<file path="src/hw/rtl/pnz_pkg.sv">
`default_nettype none
package pnz_pkg;

    localparam int PNZ_TABLE_SIZE = 256;
    localparam int PNZ_FRAC_BITS  = 16;
    localparam int PNZ_ENTRY_W    = 8;
    localparam int PNZ_COORD_W    = 32;
    localparam int PNZ_OUT_W      = 17;

    // request kinds carried on s_tuser
    localparam logic REQ_WRITE = 1'b0;
    localparam logic REQ_EVAL  = 1'b1;

    // table write travelling down the hash pipeline
    typedef struct packed {
        logic                   valid;
        logic [PNZ_ENTRY_W-1:0] index;
        logic [PNZ_ENTRY_W-1:0] value;
    } pnz_wr_t;

endpackage
`default_nettype wire

</file>
<file path="src/hw/rtl/pnz_fade.sv">
`default_nettype none
module pnz_fade #(
    parameter int FRAC_BITS = pnz_pkg::PNZ_FRAC_BITS
) (
    input  wire logic                 aclk,
    input  wire logic                 en,
    input  wire logic [FRAC_BITS-1:0] t_in,
    output logic      [FRAC_BITS:0]   fade_out
);
    import pnz_pkg::*;

    localparam int F  = FRAC_BITS;
    localparam int AW = F + 5;
    localparam int PW = 2 * F + 6;
    localparam int BW = F + 4;

    logic signed [AW-1:0]  a;
    logic signed [PW-1:0]  ta_reg;
    logic [2*F-1:0]        tt_reg;
    logic [F-1:0]          t2_reg;
    logic signed [PW-1:0]  bs;
    logic [F-1:0]          c;
    logic [2*F-1:0]        dt_reg;
    logic [BW-1:0]         b_reg;
    logic [F-1:0]          d;
    logic [2*F+3:0]        db_reg;
    logic [BW-1:0]         r;

    // 6t - 15
    assign a = AW'(AW'(t_in) * AW'(6)) - (AW'(15) << F);

    always_ff @(posedge aclk) begin
        if (en) begin
            ta_reg <= $signed({1'b0, t_in}) * a;
            tt_reg <= t_in * t_in;
            t2_reg <= t_in;
        end
    end

    assign c  = tt_reg[2*F-1:F];
    assign bs = (ta_reg >>> F) + (PW'(10) << F);

    always_ff @(posedge aclk) begin
        if (en) begin
            dt_reg <= c * t2_reg;
            b_reg  <= bs[BW-1:0];
        end
    end

    assign d = dt_reg[2*F-1:F];

    always_ff @(posedge aclk) begin
        if (en) begin
            db_reg <= d * b_reg;
        end
    end

    assign r        = db_reg[2*F+3:F];
    assign fade_out = (r > (BW'(1) << F)) ? ((F+1)'(1) << F) : r[F:0];

endmodule
`default_nettype wire

</file>
<file path="config.mk">
export PLATFORM = sky130hd
export DESIGN_NAME = pnz_fade
export DESIGN_NICKNAME = d
export VERILOG_FILES = /design/src/hw/rtl/pnz_pkg.sv /design/src/hw/rtl/pnz_fade.sv
export SDC_FILE = /design/constraint.sdc
export NUM_CORES = 2
export LEC_CHECK = 0
export ABC_AREA = 1
export BUFFER_PORTS_ARGS = -buffer_cell sky130_fd_sc_hd__buf_2
export CORE_AREA = 2 2 298 300
export DETAILED_ROUTE_END_ITERATION = 7
export DIE_AREA = 0 0 300 302
export GPL_ROUTABILITY_DRIVEN = 0
export MAX_ROUTING_LAYER = met4
export PLACE_DENSITY = 0.67
export SYNTH_ARGS = -nofsm -noshare
export SYNTH_HDL_FRONTEND = slang
export SYNTH_SLANG_ARGS = --single-unit
</file>
<file path="constraint.sdc">
create_clock -name aclk -period 7.8 [get_ports aclk]
set_input_delay 0.39 -clock aclk [delete_from_list [all_inputs] [get_ports aclk]]
set_output_delay 0.39 -clock aclk [all_outputs]
set_load 0.01 [all_outputs]
</file>
Word level (Yosys, flattened, before mapping). Cells that the tools add are included. W data, S select, Z words.

Magnitude comparators: 1. $mul: 5. Muxes and demuxes: 1. Add/sub/neg operators: 2.

Operators with widths (number): $mul A16 B16 Y32 (2); $mul A16 B20 Y36 (1); $mul A17 B21 Y36 (1); $sub A19 B20 Y21 const B (1); $add A20 B20 Y20 const B (1); $gt A20 B17 Y1 const B (1); $mul A16 B2 Y18 const B (1); $mux W17 (1).

Output and inout port bits: 17. Bits of input ports: 18. Logic and storage cells: 15. Register bits after elaboration: 172.

Longest topological paths before layout.
Depth after elaboration: 3. Gate-level depth with buffers: 42. Mapped depth without buffers: 40.

Worst setup path after synthesis. OpenSTA, ideal clock, no wires.

Path kind: in2reg. Start: input t_in[4]. End: register ta_reg[35] (data pin). Path slack: 465 ps. Buffers on the path: 4. Setup time: 252 ps. Arrival time: 7082 ps. Cell stages on the path: 34. Data required time: 7548 ps. Path through: clkbuf_1 > clkinv_1 > ha_1 > nor3_1 > nand2_1 > nand2_1 > nand3_1 > nand3_1 > nand2_1 > buf_2 > ha_1 > clkbuf_1 > clkbuf_1 > nand2_1 > fa_1 > fa_1 > fa_1 > inv_1 > fa_1 > fa_1 > inv_1 > fa_1 > inv_1 > ha_1 > nand2_1 > nor2_1 > inv_1 > nor2_1 > and3_1 > nand2_1 > nand2_1 > nand2_1 > nand3_1 > nand2_1.

Word-level cells in the longest chain between the ends: 3.

RTL lines: start, declared (RTL line pnz_fade.sv:7) `input wire logic [FRAC_BITS-1:0] t_in,`; $mul A16 B2 Y18 (RTL line pnz_fade.sv:30) `assign a = AW'(AW'(t_in) * AW'(6)) - (AW'(15) << F);`; $sub A19 B20 Y21 (RTL line pnz_fade.sv:30); $mul A17 B21 Y36 * (RTL line pnz_fade.sv:34) `ta_reg <= $signed({1'b0, t_in}) * a;`; end signal, assigned (RTL line pnz_fade.sv:34); end, declared (RTL line pnz_fade.sv:18) `logic signed [PW-1:0] ta_reg;`.

Mark *: on every way between the ends. The rest lies on a longest branch, timed or not. A chain may end at the register's enable or synchronous reset.

Final worst setup path.
Start: input t_in[0]. End: register ta_reg[32] (data pin).

The elaborated chain is that of the path after synthesis.

==> out/results.env <==
OUTCOME='finished, final reports clean'
SETUP_TOTAL_NEGATIVE_SLACK_NS=0
ANT_NETS=0
LAYOUT-AREA-OVERHEAD-VS-SYNTH_PCT=3.60
DRT-TOTAL-WL_UM=107000
CHIPWIDTH_UM=300
WORSTMARGINPINSLEW_NS=1.07
ASYNC_RESET_FF_FRAC=0
NUMBER_OF_SYNTHESIZED_FLOPS_WITH_AN_ENABLE_PIN=108
FINAL_NET_COUNT=6739
CTS_TREE='built'
SYN_AREA_PER_CELL_UM2=7.88
CTSROOTBUFFERMASTER='clkbuf_16'
ANTENNA_FOUND_INITIAL=3
DOMINANT_CELLS_BY_AREA_AFTER_SYNTHESIS='fa_1 (42%), inv_1 (14%), ha_1 (12%), nand2_1 (11%), edfxtp_1 (7.5%)'
YOSYS_WARNINGS=0
YOSYSTOPAREACELLSHARE=0.424
NFILLCELLS=8388
FLIP_FLOP_COUNT_OF_THE_LARGEST_REGISTER_ALL_COPIES_AND_WORDS_ADDED=21
TIMING.FINAL.HOLD_VIOLATIONS=0
FINALCRITPERIODSHARE=0.926
SEQ_AREA_UM2=3240
POSTPLACECELLAREA_UM2=44500
FIN_AREA_UM2=44900
FINAL.SETUP_SKEW_NS=0.0267
HOLD_PATH_CLASS='reg2reg'
CRIT_PATH_TOP_DELAY_CELL='ha_1'
YOSYS.CELL_TYPES.COUNT=41
GRT_SETUP_UNREPAIRED='no'
FIRST_GLOBAL_VIAS=35800
PORT-BUFFER-COUNT=34
SYNTH_TOP_FLOP_CELL='edfxtp_1'
CTS_SINKS=108
INSTANCE_COUNT_OF_THE_MAPPED_NETLIST=5492
WORSTPATHREQUIRED_NS=7.95
GRT_OVERFLOW=0
IOS=35
SYN_AREA_UM2=43300
DIEHEIGHT_UM=302
GRT_PASS1_WL_UM=181000
ROUTE.LAYER.MET1.WL_UM=45100
HPWLAFTERDP_UM=91000
INSERTION_DELAY_NS=0.40
WORST_PATH_LARGEST_CELL_DELAY_NS=0.64
YOSYSSEQAREASHARE=0.0749
SYNTH_MOST_COMMON_CELL='inv_1'
ROW_COUNT=109
WL_PER_CELL_UM=16.4
ROUTED-WL-MET2_UM=53200
CRITPATHLAUNCHTYPE='input pin'
DETAILROUTE.VIA_COUNT=33600
VIAS_PER_CELL=5.12
LARGEST_NET_DEGREE_AT_THE_START_OF_GLOBAL_ROUTING=80
COUNT_OF_ENDPOINTS_FAILING_SETUP_IN_THE_FINAL_REPORT=0
SLEW_HEADROOM=0.285
TIMING.CRITICAL_PATH.TO_TYPE='flip-flop'
CTS.CLK_SLEW.WORST_PATHS_NS=0.10
COREAREA_UM2=87600
SYNTH_COMMONEST_CELLS='inv_1 (1,605), nand2_1 (1,320), fa_1 (918)'
CTS.PATH.MAX_BUFFERS=2
HOLD_BUFFERS=0
SYNTH_TOP_AREA_CELL='fa_1'
HIGHEST_LAYER='met4'
CLOCK.FMAX_GHz=0.138
FIRST_PASS_ITERS=6
SYNTH_SEQ_CELLS=108
CTS.REPAIR.RESIZED=0
TOTAL_AREA_OF_MULTI_INPUT_COMBINATIONAL_CELLS_UM2=33200
GRTUSAGETOTAL=0.258
TIMING.MAX_CAP.VIOLATIONS=0
DRC=0
FINAL_MAX_SLEW_VIOL_COUNT=0
FLOORPLAN.INITIALDENSITY=0.495
PERIOD_MINUS_SLACK_NS=7.23
DETAIL_ROUTE.ITER0.VIOLATIONS=2297
CRITPATHARRIVALTIME_NS=7.38
WORSTPATHMAXFANOUT=13
CRITICALPATHCATEGORY='in2reg'
POST_CTS_BUFFERS=0
DETAILROUTE.WIRELENGTH.MET3_UM=6310
SYN_NETS=6841
CTS_MAX_LEVEL=3
TRITONCTS.NUM_BUFFERS=9
DESIGN.DIE.AREA_UM2=90600
LAYOUT-DRIVE-GT1-SHARE=0.0237
stage by stage:
| step | utilization | worst slack (ns) | cells | hold WS, ns |
|---|---|---|---|---|
| finish | 0.512 | 0.574 | 6561 | 0.420 |
| global route | 0.512 | 0.128 | 6561 | 0.429 |
| CTS | 0.512 | 0.595 | 6560 | 0.421 |
| detailed placement | 0.509 | 0.206 | 6544 | 0.405 |
| global placement | 0.509 | 0.330 | 6544 | 0.402 |
| floorplan | - | 0.465 | 5492 | 0.400 |
per-layer routing:
| layer | vias up | GRT usage |
|---|---|---|
| met4 | 0 | 0.0696 |
| met1 | 16700 | 0.325 |
| met2 | 1042 | 0.444 |
| met3 | 195 | 0.0280 |
| met5 | - | - |
| li1 | 15600 | - |
critical path, delay by kind of cell:
kind | cells | cell delay, ns
AND/OR/NAND/NOR | 12 | 1.20
buffers and inverters | 8 | 0.72
adder cells (fa/ha/maj) | 10 | 4.64
AO/OA/AOI/OAI | 2 | 0.42
cell type report:
type | count | share of cell area
multi-input cells | 3569 | 0.740
inverters | 1616 | 0.135
flip-flops and latches | 108 | 0.0723
well taps | 1165 | 0.0325
repair buffers | 86 | 0.0126
clock buffers | 9 | 0.00502
clock inverters | 7 | 0.00204
diodes | 1 | 0.0000558
layout by cell type, fill, tap and decap left out, types with 9 or more instances in the layout:
| master | instances |
|---|---|
| inv_1 | 1605 |
| nand2_1 | 1320 |
| fa_1 | 918 |
| ha_1 | 413 |
| nor2_1 | 301 |
| nand3_1 | 178 |
| a21oi_1 | 128 |
| edfxtp_1 | 108 |
| o21ai_0 | 76 |
| buf_4 | 53 |
| xor2_1 | 39 |
| nor3_1 | 33 |
| buf_2 | 33 |
| o21bai_1 | 26 |
| nand4_1 | 17 |
| a31oi_1 | 17 |
| a21o_1 | 17 |
| xnor2_1 | 15 |
| or2_2 | 11 |
| a21boi_0 | 10 |
| nor4_1 | 10 |
| clkbuf_16 | 9 |
cell families (layout without fill, tap and decap cells):
kind of cell    after synthesis  after routing  synth area share
fa+ha+maj                  1331           1331             0.544
compound gates              289            289            0.0378
flops                       108            108            0.0749
buf+inv                    1815           1718             0.158
simple gates               1895           1895             0.175
xor+xnor                     54             54            0.0109
other cells                   0              1                 0
path summary, 6_finish.rpt:
kind	slack, ns	to	depth (start not counted)	from
worst min-delay path	0.42	b_reg[1]	0	ta_reg[17]
worst max register to register	1.72	dt_reg[21]	22	tt_reg[29]
worst max-delay path	0.57	ta_reg[32]	32	t_in[0]
worst min register to register	0.42	b_reg[1]	0	ta_reg[17]
Power is left out: the tool's default activity adds up to more than one toggle a clock period on the data nets, which glitch-free logic cannot reach.
